$ cat src/rtl/rvgi_pkg.sv
package rvgi_pkg;

	// geometry: cell edge in fixed point is 2^CELL_FX_BITS (64 pixels, 8 fraction bits)
	localparam int CELL_FX_BITS = 14;
	localparam logic signed [23:0] CELL_FX = 24'sd1 <<< CELL_FX_BITS;
	localparam int GRID_BITS = 6;
	localparam logic [6:0] GRID_MAX = 7'd64;
	localparam int CLEAR_ROWS = 64;

	// tangent limit, iteration counts and distance limit
	localparam logic [22:0] TAN_LIMIT = 23'h7FFFFF;
	localparam int CORDIC_ITERS = 30;
	localparam int DIV_STEPS = 23;
	localparam int SQRT_STEPS = 24;
	localparam logic [20:0] DIST_MAX = 21'h1FFFFF;

	// register indexes
	localparam logic REG_COLUMNS = 1'b0;
	localparam logic REG_ROWS = 1'b1;

	// input kinds
	localparam logic ACT_WRITE = 1'b0;
	localparam logic ACT_CAST = 1'b1;

	typedef enum logic [4:0] {
		OP_NONE,
		OP_CLEAR,
		OP_WRITE,
		OP_LOAD,
		OP_CORDIC,
		OP_DIV_INIT,
		OP_DIV,
		OP_TAN,
		OP_MUL,
		OP_START,
		OP_READ,
		OP_TEST,
		OP_SQUARE,
		OP_SQINIT,
		OP_SQRT,
		OP_OUT_HIT,
		OP_OUT_MISS
	} op_t;

	typedef struct packed {
		op_t op;
		logic [5:0] iter;
	} cmd_t;

	typedef struct packed {
		logic in_map;
		logic wall;
	} sts_t;

	// arctangent of 2^-i in turns scaled by 2^32
	function automatic logic [29:0] atan_turn(input logic [4:0] i);
		logic [29:0] v;
		case (i)
			5'd0: v = 30'd536870912;
			5'd1: v = 30'd316933406;
			5'd2: v = 30'd167458907;
			5'd3: v = 30'd85004756;
			5'd4: v = 30'd42667331;
			5'd5: v = 30'd21354465;
			5'd6: v = 30'd10679838;
			5'd7: v = 30'd5340245;
			5'd8: v = 30'd2670163;
			5'd9: v = 30'd1335087;
			5'd10: v = 30'd667544;
			5'd11: v = 30'd333772;
			5'd12: v = 30'd166886;
			5'd13: v = 30'd83443;
			5'd14: v = 30'd41722;
			5'd15: v = 30'd20861;
			5'd16: v = 30'd10430;
			5'd17: v = 30'd5215;
			5'd18: v = 30'd2608;
			5'd19: v = 30'd1304;
			5'd20: v = 30'd652;
			5'd21: v = 30'd326;
			5'd22: v = 30'd163;
			5'd23: v = 30'd81;
			5'd24: v = 30'd41;
			5'd25: v = 30'd20;
			5'd26: v = 30'd10;
			5'd27: v = 30'd5;
			5'd28: v = 30'd3;
			5'd29: v = 30'd1;
			default: v = 30'd0;
		endcase
		return v;
	endfunction

endpackage

$ cat src/rtl/rvgi_ctrl.sv
module rvgi_ctrl (
	input  logic clk,
	input  logic arst_n,
	input  logic s_tvalid,
	input  logic action,
	input  logic m_tready,
	input  rvgi_pkg::sts_t sts,
	output logic s_tready,
	output logic m_tvalid,
	output rvgi_pkg::cmd_t cmd
);

	typedef enum logic [3:0] {
		ST_CLEAR, ST_IDLE, ST_CORDIC, ST_DIV_INIT, ST_DIV, ST_TAN, ST_MUL, ST_START,
		ST_READ, ST_TEST, ST_SQUARE, ST_SQINIT, ST_SQRT, ST_DONE
	} state_t;

	state_t state_q;
	logic [5:0] cnt_q;
	logic hit_q;
	logic out_valid_q;
	logic out_free;

	assign s_tready = (state_q == ST_IDLE);
	assign m_tvalid = out_valid_q;
	assign out_free = !out_valid_q || m_tready;

	// command decode
	always_comb begin
		cmd.iter = cnt_q;
		cmd.op = rvgi_pkg::OP_NONE;
		case (state_q)
			ST_CLEAR: cmd.op = rvgi_pkg::OP_CLEAR;
			ST_IDLE: begin
				if (s_tvalid)
					cmd.op = (action == rvgi_pkg::ACT_CAST) ? rvgi_pkg::OP_LOAD
						: rvgi_pkg::OP_WRITE;
			end
			ST_CORDIC: cmd.op = rvgi_pkg::OP_CORDIC;
			ST_DIV_INIT: cmd.op = rvgi_pkg::OP_DIV_INIT;
			ST_DIV: cmd.op = rvgi_pkg::OP_DIV;
			ST_TAN: cmd.op = rvgi_pkg::OP_TAN;
			ST_MUL: cmd.op = rvgi_pkg::OP_MUL;
			ST_START: cmd.op = rvgi_pkg::OP_START;
			ST_READ: begin
				if (sts.in_map)
					cmd.op = rvgi_pkg::OP_READ;
			end
			ST_TEST: cmd.op = rvgi_pkg::OP_TEST;
			ST_SQUARE: cmd.op = rvgi_pkg::OP_SQUARE;
			ST_SQINIT: cmd.op = rvgi_pkg::OP_SQINIT;
			ST_SQRT: cmd.op = rvgi_pkg::OP_SQRT;
			ST_DONE: begin
				if (out_free)
					cmd.op = hit_q ? rvgi_pkg::OP_OUT_HIT : rvgi_pkg::OP_OUT_MISS;
			end
			default: cmd.op = rvgi_pkg::OP_NONE;
		endcase
	end

	// sequencer
	always_ff @(posedge clk or negedge arst_n) begin
		if (!arst_n) begin
			state_q <= ST_CLEAR;
			cnt_q <= '0;
			hit_q <= 1'b0;
			out_valid_q <= 1'b0;
		end else begin
			if (out_valid_q && m_tready)
				out_valid_q <= 1'b0;
			case (state_q)
				ST_CLEAR: begin
					cnt_q <= cnt_q + 6'd1;
					if (cnt_q == 6'(rvgi_pkg::CLEAR_ROWS - 1)) begin
						cnt_q <= '0;
						state_q <= ST_IDLE;
					end
				end
				ST_IDLE: begin
					if (s_tvalid && action == rvgi_pkg::ACT_CAST) begin
						cnt_q <= '0;
						state_q <= ST_CORDIC;
					end
				end
				ST_CORDIC: begin
					cnt_q <= cnt_q + 6'd1;
					if (cnt_q == 6'(rvgi_pkg::CORDIC_ITERS - 1))
						state_q <= ST_DIV_INIT;
				end
				ST_DIV_INIT: begin
					cnt_q <= '0;
					state_q <= ST_DIV;
				end
				ST_DIV: begin
					cnt_q <= cnt_q + 6'd1;
					if (cnt_q == 6'(rvgi_pkg::DIV_STEPS - 1))
						state_q <= ST_TAN;
				end
				ST_TAN: state_q <= ST_MUL;
				ST_MUL: state_q <= ST_START;
				ST_START: state_q <= ST_READ;
				ST_READ: begin
					if (sts.in_map) begin
						state_q <= ST_TEST;
					end else begin
						hit_q <= 1'b0;
						state_q <= ST_DONE;
					end
				end
				ST_TEST: state_q <= sts.wall ? ST_SQUARE : ST_READ;
				ST_SQUARE: state_q <= ST_SQINIT;
				ST_SQINIT: begin
					cnt_q <= '0;
					state_q <= ST_SQRT;
				end
				ST_SQRT: begin
					cnt_q <= cnt_q + 6'd1;
					if (cnt_q == 6'(rvgi_pkg::SQRT_STEPS - 1)) begin
						hit_q <= 1'b1;
						state_q <= ST_DONE;
					end
				end
				ST_DONE: begin
					if (out_free) begin
						out_valid_q <= 1'b1;
						state_q <= ST_IDLE;
					end
				end
				default: state_q <= ST_IDLE;
			endcase
		end
	end

endmodule

$ cat config.mk
export PLATFORM = sky130hd
export DESIGN_NAME = rvgi_ctrl
export DESIGN_NICKNAME = d
export VERILOG_FILES = /design/src/rtl/rvgi_pkg.sv /design/src/rtl/rvgi_ctrl.sv
export SDC_FILE = /design/constraint.sdc
export NUM_CORES = 1
export LEC_CHECK = 0
export ABC_CLOCK_PERIOD_IN_PS = 5900
export BUFFER_PORTS_ARGS = -buffer_cell sky130_fd_sc_hd__buf_4
export CORE_MARGIN = 2
export CORE_UTILIZATION = 50
export CTS_BUF_LIST = sky130_fd_sc_hd__clkbuf_2 sky130_fd_sc_hd__clkbuf_4 sky130_fd_sc_hd__clkbuf_8
export DETAILED_ROUTE_END_ITERATION = 6
export GPL_TIMING_DRIVEN = 1
export PLACE_DENSITY = 0.74
export SYNTH_ARGS = -nofsm -noshare
export SYNTH_HDL_FRONTEND = slang
export SYNTH_SLANG_ARGS = --single-unit
$ cat constraint.sdc
create_clock -name clk -period 5.9 [get_ports clk]
set_clock_uncertainty 0.2 [all_clocks]
set_input_delay 0.885 -clock clk [delete_from_list [all_inputs] [get_ports clk]]
set_output_delay 0.885 -clock clk [all_outputs]
set_load 0.02 [all_outputs]
==> results.py, run 1 <==
metrics = {
    "status": {
        "status": "finished clean",
    },
    "sta": {
        "rsz0062_at_grt": "false",
        "relSlewSlack_pct": 58.04,
        "tns_ps": 0,
        "hold_viol": 0,
        "setup_violations": 0,
        "period_share_pct": 50.82,
        "fmax_mhz": 333.5,
        "report.final.slew_viol_count": 0,
        "layout_setup_ws_ps": 2902,
        "min_period_ps": 2998,
        "worst_slew_pin_slew_ps": 624.1,
        "final.hold.worst_slack_ps": 231.3,
    },
    "power_and_ir_drop": {
        "p_sw_mw": 0.3628,
        "seq_power_share_pct": 30.5,
        "power.density_nw_per_um2": 614.0,
        "power_leakage_nw": 0.4906,
        "pwr-share-comb_pct": 59.8,
        "p_total_mw": 0.6929,
        "ir_drop_mv": 0.3038,
        "switching_share_pct": 52.36,
        "p_clk_share_pct": 9.8,
        "internal_power_mw": 0.3301,
    },
    "global_routing": {
        "grt_max_degree": 20,
        "grt.total_usage_pct": 22.53,
        "grt_pass1_wl_mm": 3.691,
        "first_global_vias": 844,
        "grt-ovfl-total": 0,
        "antenna_found_initial": 0,
    },
    "die": {
        "fp-row-count": 15,
        "start_util_pct": 54.67,
        "dieArea_um2": 2318,
        "die_h_um": 48.15,
        "io_pins": 20,
        "die_w_um": 48.15,
        "core_um2": 1783,
    },
    "final_layout": {
        "postLayoutCellArea_um2": 1129,
        "area_growth_pct": 15.79,
        "nFillCells": 150,
        "fin_util_pct": 63.30,
        "drive_above_1_share_pct": 21.43,
        "instances_no_fill": 165,
        "nNetsFinal": 151,
        "layout_common_cells": "19 x nand2_1, 19 x buf_4, 12 x nor2_1, 12 x dfrtp_1, 10 x o21ai_0",
        "antenna_cells": 0,
    },
    "critical_path": {
        "critPathArrivalTime_ps": 1910,
        "critical_path_required_ps": 4820,
        "setup.worst_path.end_class": "output pin",
        "crit_type": "flip-flop to output pin",
        "crit_path_max_fanout": 15,
        "worstSetupStartpointType": "flip-flop",
    },
    "drt": {
        "vias_per_cell": 5.909,
        "wl_per_cell_um": 13.93,
        "vias": 975,
        "wl_mm": 2.298,
        "ant_nets": 0,
        "drtPass1Iterations": 4,
        "first_iter_violations": 43,
        "drc": 0,
    },
    "hold_path": {
        "hold_class": "primary input to asynchronous set/reset pin",
    },
    "place": {
        "io_buffers": 19,
        "routabilityCongestion": 0.7931,
        "dpl_cell_area_um2": 1092,
        "pre_cts_ws_ps": 3189,
        "dpl.hpwl_mm": 1.709,
        "dp_cells": 161,
    },
    "cts": {
        "cts_tree": "done",
        "cts_hold_buf": 0,
        "path_clk_slew_ps": 80,
        "clkLatencyLatePin_ps": 270,
        "ctsResizeCount": 0,
        "clkSinkCount": 12,
        "cts.htree.levels": 1,
        "numCtsBuffers": 3,
        "cts_buffer_depth": 2,
        "cts_root_buf": "clkbuf_4",
        "post_cts_buffers": 0,
    },
    "yosys": {
        "synth_seq_area_share_pct": 30.81,
        "syn_area_um2": 974.7,
        "postSynthCellCount": 123,
        "yosysTopAreaCell": "dfrtp_1",
        "async_flop_share_pct": 100.0,
        "synth_top_area_share_pct": 30.81,
        "syn-num-nets": 133,
        "synth_area_leaders": "dfrtp_1 31%, nand2_1 7.3%, o21ai_0 5.1%",
        "synth-main-ff-cell": "dfrtp_1",
        "ys_warn_count": 0,
        "ys_ff_latch": 12,
        "synth-edff-count": 0,
        "synth_area_per_cell_um2": 7.924,
        "synth.distinct_cells": 43,
    },
    "run": {
        "cap_violations": 0,
    },
}
-- cell type report --
| cell class | count | area [µm²] | area share [%] |
|---|---|---|---|
| Sequential cell | 12 | 300.3 | 26.61 |
| Inverter | 7 | 26.28 | 2.328 |
| Multi-Input combinational cell | 98 | 591.8 | 52.44 |
| Tap cell | 25 | 31.28 | 2.772 |
| Clock buffer | 4 | 36.28 | 3.215 |
| Timing Repair Buffer | 19 | 142.6 | 12.64 |
-- synthesized netlist by cell type (all sizes together), types with 2 or more instances --
library cell and number:
buf 5, ha 3, inv 7, nand3 5, nor4 2, nor2 12, or3 3, o22ai 2
a21oi 6, o21ai 13, nand2 19, nor3 4, o31ai 3, o211ai 2, o41ai 2, dfrtp 12
nand2b 2
-- worst max-delay path, cell delays in order, from the launching register on --
cell	delay, ps
dfrtp_1	660
and2b_2	290
nand3_1	150
nor2_1	150
nand2_1	110
o211ai_1	110
buf_4	170
-- registers in the layout (all words and copies together) (netlist names) --
signal,flops
hit_q,1
state_q,4
m_tvalid,1
cnt_q,6
-- cell families after synthesis --
group	count (synthesis)	share of synthesized area (%)
and+or+nand+nor	54	27.60
muxes	1	1.027
DFF	12	30.81
buffers and inverters	13	8.472
adders and majority gates	3	3.852
xor gates and xnor gates	1	0.8988
AOI/OAI and AO/OA	39	27.35
-- path summary, 6_finish.rpt --
| kind | from | to | slack [ps] | cells past startpoint |
|---|---|---|---|---|
| max in group asynchronous | arst_n | cnt_q[0] | 5120 | 1 |
| min in group clk | hit_q | hit_q | 410 | 2 |
| max | state_q[3] | cmd[8] | 2900 | 6 |
| min reg2reg | hit_q | hit_q | 410 | 2 |
| max reg2reg | cnt_q[0] | state_q[2] | 3720 | 6 |
| min | arst_n | state_q[3] | 230 | 1 |
-- layer usage --
layer,vias to the layer above,part of all wire [%],GRT usage (%)
met2,42,48,35.00
met1,445,43,31.89
li1,484,-,-
met5,-,0,0
met3,4,8.2,2.963
met4,0,0.96,8.108
-- power by group through the flow --
stage / clock, mW / sequential, mW / combinational [mW]
floorplan: 0 / 0.180 / 0.331
global placement: 0 / 0.208 / 0.404
detailed placement: 0 / 0.211 / 0.411
CTS: 0.0681 / 0.209 / 0.413
global route: 0.0751 / 0.222 / 0.459
finish: 0.0676 / 0.211 / 0.414
Power figures use the tool's default switching activity.
==> run 2, diff against run 1 <==
--- a/config.mk
+++ b/config.mk
@@ -5,14 +5,14 @@
 export SDC_FILE = /design/constraint.sdc
 export NUM_CORES = 1
 export LEC_CHECK = 0
-export ABC_CLOCK_PERIOD_IN_PS = 5900
+export ABC_CLOCK_PERIOD_IN_PS = 2500
 export BUFFER_PORTS_ARGS = -buffer_cell sky130_fd_sc_hd__buf_4
 export CORE_MARGIN = 2
 export CORE_UTILIZATION = 50
 export CTS_BUF_LIST = sky130_fd_sc_hd__clkbuf_2 sky130_fd_sc_hd__clkbuf_4 sky130_fd_sc_hd__clkbuf_8
 export DETAILED_ROUTE_END_ITERATION = 6
 export GPL_TIMING_DRIVEN = 1
-export PLACE_DENSITY = 0.74
+export PLACE_DENSITY = 0.77
 export SYNTH_ARGS = -nofsm -noshare
 export SYNTH_HDL_FRONTEND = slang
 export SYNTH_SLANG_ARGS = --single-unit
==> constraint.sdc (replaced) <==
create_clock -name clk -period 2.5 [get_ports clk]
set_clock_uncertainty 0.2 [all_clocks]
set_input_delay 0.375 -clock clk [delete_from_list [all_inputs] [get_ports clk]]
set_output_delay 0.375 -clock clk [all_outputs]
set_load 0.02 [all_outputs]
==> results.py, run 2 (synthesized netlist as in run 1, its figures left out) <==
metrics = {
    "drt": {
        "drc": 0,
        "first_iter_violations": 30,
        "vias_per_cell": 5.923,
        "drtPass1Iterations": 4,
        "vias": 995,
        "ant_nets": 0,
        "wl_mm": 2.387,
        "wl_per_cell_um": 14.21,
    },
    "final_layout": {
        "nFillCells": 178,
        "mostFrequentLayoutCell": "buf_4",
        "drive_above_1_share_pct": 23.08,
        "antenna_cells": 0,
        "instances_no_fill": 168,
        "area_growth_pct": 17.84,
        "largest_register": "cnt_q",
        "largest_register_ffs": 6,
        "layout_common_cells": "22 x buf_4, 19 x nand2_1, 12 x nor2_1",
        "nNetsFinal": 155,
        "top_regs": "cnt_q x6, state_q x4",
    },
    "global_routing": {
        "grt_pass1_wl_mm": 3.850,
        "grt.total_usage_pct": 23.34,
        "grt-ovfl-total": 0,
        "grt_max_degree": 20,
        "antenna_found_initial": 0,
        "first_global_vias": 875,
    },
    "power_and_ir_drop": {
        "p_clk_share_pct": 7.2,
        "pwr-share-comb_pct": 64.6,
        "internal_power_mw": 0.7891,
        "power.density_nw_per_um2": 1439,
        "seq_power_share_pct": 28.2,
        "power_leakage_nw": 0.5014,
        "switching_share_pct": 52.27,
        "p_sw_mw": 0.8642,
        "ir_drop_mv": 0.7321,
    },
    "critical_path": {
        "cp_num_buf_inv": 1,
        "crit_chain": "and2b_2, nand3_1, nor2_1, nand2_1, o211ai_1, buf_4",
        "setup.worst_path.end_class": "output pin",
        "critPathTopFamily": "simple AND/OR/NAND/NOR gates",
        "critical_path_required_ps": 1920,
        "worstSetupStartpointType": "flip-flop",
        "max_stage_delay_ps": 560,
        "crit_slowest_cell": "dfrtp_1",
        "critPathArrivalTime_ps": 1780,
        "crit_type": "flip-flop to output pin",
        "crit_path_max_fanout": 10,
    },
    "cts": {
        "path_clk_slew_ps": 80,
        "cts_buffer_depth": 2,
        "cts.htree.levels": 1,
        "post_cts_buffers": 0,
        "cts_tree": "done",
        "cts_root_buf": "clkbuf_4",
        "clkLatencyLatePin_ps": 280,
        "clkSinkCount": 12,
        "numCtsBuffers": 3,
    },
    "die": {
        "die_h_um": 48.15,
        "core_um2": 1783,
        "fp-row-count": 15,
        "start_util_pct": 54.67,
        "die_w_um": 48.15,
        "dieArea_um2": 2318,
        "io_pins": 20,
    },
    "sta": {
        "min_period_ps": 2351,
        "period_share_pct": 94.03,
        "report.final.slew_viol_count": 0,
        "relSlewSlack_pct": 58.33,
        "setup_violations": 0,
        "hold_viol": 0,
        "rsz0062_at_grt": "false",
        "fmax_mhz": 425.4,
        "layout_setup_ws_ps": 149.3,
        "tns_ps": 0,
        "worst_slew_pin_slew_ps": 619.7,
    },
    "place": {
        "io_buffers": 19,
        "pre_cts_ws_ps": 391.7,
        "dp_cells": 164,
        "dpl.hpwl_mm": 1.801,
        "routabilityCongestion": 0.8279,
    },
    "status": {
        "status": "finished clean",
    },
    "run": {
        "cap_violations": 0,
    },
    "hold_path": {
        "hold_class": "primary input to flip-flop",
    },
}
-- run 2: metal layers --
layer	vias up	GRT usage, %	part of all wire, %
met5	-	0	0
met4	0	5.946	1.2
met3	6	5.926	5.3
met2	37	37.11	51
met1	466	31.65	43
li1	486	-	-
-- run 2: layout make-up --
cell class,count,area [µm²],share of cell area [%]
well taps,25,31.28,2.723
clock buffers,3,22.52,1.961
multi-input cells,98,591.8,51.53
inverters,7,26.28,2.288
flip-flops and latches,12,301.5,26.25
repair buffers,23,175.2,15.25
-- run 2: path summary, 6_finish.rpt --
path	startpoint	endpoint	slack (ps)	depth (start not counted)
hold / removal	m_tready	m_tvalid	190	3
hold reg to reg	hit_q	hit_q	380	2
setup reg to reg	cnt_q[0]	state_q[2]	330	6
max in group asynchronous	arst_n	state_q[1]	1660	2
setup / recovery	state_q[3]	cmd[8]	150	6
min in group asynchronous	arst_n	state_q[3]	280	2
-- run 2: power by group through the flow --
| stage | registers, mW | logic [mW] | clock network [mW] |
|---|---|---|---|
| after floorplan | 0.426 | 0.782 | 0 |
| after global placement | 0.455 | 1.03 | 0 |
| after detailed placement | 0.466 | 1.05 | 0 |
| after CTS | 0.463 | 1.06 | 0.122 |
| after global routing | 0.491 | 1.17 | 0.132 |
| final | 0.467 | 1.07 | 0.119 |
-- run 2: metrics by stage --
step	util (%)	power [mW]	hold slack [ps]	instance area (µm²)
global placement	62.53	1.489	23.64	1115
floorplan	-	1.208	-120.6	974.7
detailed placement	62.53	1.520	25.58	1115
finish	64.42	1.653	189.3	1149
global route	64.42	1.791	197.0	1149
CTS	64.35	1.646	182.4	1147
-- run 2: what timing repair did --
| action | CTS | global route |
|---|---|---|
| setup endpoints to repair | 0 | 1 |
| endpoints found under the hold margin | 12 | 0 |
| resized for setup | 0 | 1 |
| hold buffers | 1 | 0 |
-- run 2: worst min-delay path, delay by kind of cell --
family / cells / cell delay (ps)
and+or+nand+nor: 2 / 160
buffers and inverters: 1 / 80
==> run 3, diff against run 2 <==
--- a/config.mk
+++ b/config.mk
@@ -5,14 +5,15 @@
 export SDC_FILE = /design/constraint.sdc
 export NUM_CORES = 1
 export LEC_CHECK = 0
-export ABC_CLOCK_PERIOD_IN_PS = 2500
+export ABC_CLOCK_PERIOD_IN_PS = 2800
 export BUFFER_PORTS_ARGS = -buffer_cell sky130_fd_sc_hd__buf_4
+export CAP_MARGIN = 10
 export CORE_MARGIN = 2
 export CORE_UTILIZATION = 50
 export CTS_BUF_LIST = sky130_fd_sc_hd__clkbuf_2 sky130_fd_sc_hd__clkbuf_4 sky130_fd_sc_hd__clkbuf_8
 export DETAILED_ROUTE_END_ITERATION = 6
 export GPL_TIMING_DRIVEN = 1
-export PLACE_DENSITY = 0.77
+export PLACE_DENSITY = 0.74
 export SYNTH_ARGS = -nofsm -noshare
 export SYNTH_HDL_FRONTEND = slang
 export SYNTH_SLANG_ARGS = --single-unit
==> constraint.sdc (replaced) <==
create_clock -name clk -period 2.8 [get_ports clk]
set_clock_uncertainty 0.2 [all_clocks]
set_input_delay 0.42 -clock clk [delete_from_list [all_inputs] [get_ports clk]]
set_output_delay 0.42 -clock clk [all_outputs]
set_load 0.02 [all_outputs]
==> results.py, run 3 (synthesized netlist as in run 1, its figures left out) <==
metrics = {
    "sta": {
        "relSlewSlack_pct": 51.76,
        "period_share_pct": 91.33,
        "fmax_mhz": 391.1,
        "worst_slew_pin_slew_ps": 717.5,
        "setup_violations": 0,
        "rsz0062_at_grt": "false",
        "report.final.slew_viol_count": 0,
        "min_period_ps": 2557,
        "tns_ps": 0,
        "hold_viol": 0,
    },
    "power_and_ir_drop": {
        "seq_power_share_pct": 30.8,
        "pwr-share-comb_pct": 61.6,
        "power.density_nw_per_um2": 1282,
        "internal_power_mw": 0.6683,
        "ir_drop_mv": 0.5515,
        "p_sw_mw": 0.7739,
        "switching_share_pct": 53.66,
        "power_leakage_nw": 0.4876,
        "p_clk_share_pct": 7.6,
    },
    "place": {
        "dpl.hpwl_mm": 1.762,
        "io_buffers": 19,
        "routabilityCongestion": 0.8169,
    },
    "cts": {
        "post_cts_buffers": 0,
        "ctsResizeCount": 0,
        "cts_root_buf": "clkbuf_4",
        "cts_hold_buf": 1,
        "cts.htree.levels": 1,
        "path_clk_slew_ps": 80,
        "cts_tree": "done",
        "clkLatencyLatePin_ps": 280,
        "cts_buffer_depth": 2,
        "numCtsBuffers": 3,
        "clkSinkCount": 12,
    },
    "drt": {
        "drtPass1Iterations": 4,
        "ant_nets": 0,
        "wl_mm": 2.434,
        "drc": 0,
        "wl_per_cell_um": 14.75,
        "vias": 975,
        "vias_per_cell": 5.909,
        "first_iter_violations": 49,
    },
    "critical_path": {
        "worstSetupStartpointType": "flip-flop",
        "critical_path_required_ps": 2180,
        "setup.worst_path.end_class": "output pin",
        "critPathArrivalTime_ps": 1940,
        "crit_path_max_fanout": 15,
        "crit_type": "flip-flop to output pin",
    },
    "global_routing": {
        "grt_pass1_wl_mm": 3.898,
        "grt-ovfl-total": 0,
        "antenna_found_initial": 0,
        "first_global_vias": 884,
        "grt.total_usage_pct": 23.50,
        "grt_max_degree": 20,
    },
    "final_layout": {
        "fin_util_pct": 63.09,
        "nFillCells": 161,
        "multi_input_comb_area_um2": 591.8,
        "largest_register_ffs": 6,
        "regArea_um2": 300.3,
        "layout_common_cells": "19 x nand2_1, 19 x buf_4, 12 x nor2_1, 12 x dfrtp_1, 10 x o21ai_0",
        "antenna_cells": 0,
        "largest_register": "cnt_q",
        "drive_above_1_share_pct": 20.71,
        "top_regs": "cnt_q x6, state_q x4",
        "area_growth_pct": 15.40,
        "nNetsFinal": 152,
    },
    "die": {
        "io_pins": 20,
        "die_h_um": 48.15,
        "die_w_um": 48.15,
        "start_util_pct": 54.67,
        "core_um2": 1783,
        "fp-row-count": 15,
        "dieArea_um2": 2318,
    },
    "hold_path": {
        "hold_class": "primary input to flip-flop",
    },
    "status": {
        "status": "finished clean",
    },
    "run": {
        "cap_violations": 0,
    },
}
==> run 3: stage by stage <==
| step | instance area, µm² | setup WS, ps | std cells | power (mW) | hold WS [ps] |
|---|---|---|---|---|---|
| after floorplan | 974.7 | 745.6 | 123 | 1.078 | -75.59 |
| after global placement | 1092 | 666.9 | 161 | 1.304 | 66.66 |
| after detailed placement | 1092 | 535.2 | 161 | 1.324 | 73.26 |
| after CTS | 1125 | 273.1 | 165 | 1.440 | 232.9 |
| after global routing | 1125 | 93.94 | 165 | 1.564 | 245.1 |
| final | 1125 | 242.8 | 165 | 1.442 | 224.3 |
==> run 3: worst paths after layout <==
| check | startpoint | end | slack [ps] | cells past startpoint |
|---|---|---|---|---|
| setup / recovery | state_q[3] | cmd[8] | 240 | 6 |
| hold / removal | m_tready | m_tvalid | 220 | 3 |
| setup reg to reg | state_q[1] | cnt_q[4] | 530 | 5 |
| hold reg to reg | hit_q | hit_q | 390 | 2 |
| max in group asynchronous | arst_n | cnt_q[1] | 1910 | 2 |
| min in group asynchronous | arst_n | state_q[1] | 320 | 2 |
==> run 3: power by group through the flow <==
stage	clock network (mW)	registers, mW	logic, mW
2_1_floorplan	0	0.380	0.698
3_3_place_gp	0	0.437	0.868
3_5_place_dp	0	0.443	0.881
4_1_cts	0.112	0.439	0.888
5_1_grt	0.119	0.464	0.981
6_report	0.110	0.445	0.888
==> run 3: layer usage <==
metal	global-route usage [%]	wire, µm
met5	0	0
met1	33.11	1102
met4	5.946	21
met2	37.37	1178
met3	3.704	133
==> run 3: final cells by class <==
cell class              count  share of cell area (%)
inverters                   7                   2.336
multi-input cells          98                   52.61
flip-flops and latches     12                   26.70
repair buffers             20                   13.57
well taps                  25                   2.781
clock buffers               3                   2.002
==> run 3: critical path, stage by stage (launching register included) <==
cell,delay (ps)
dfrtp_1,650
and2b_2,280
nand3_1,150
nor2_1,150
nand2_1,120
o211ai_1,130
buf_4,180
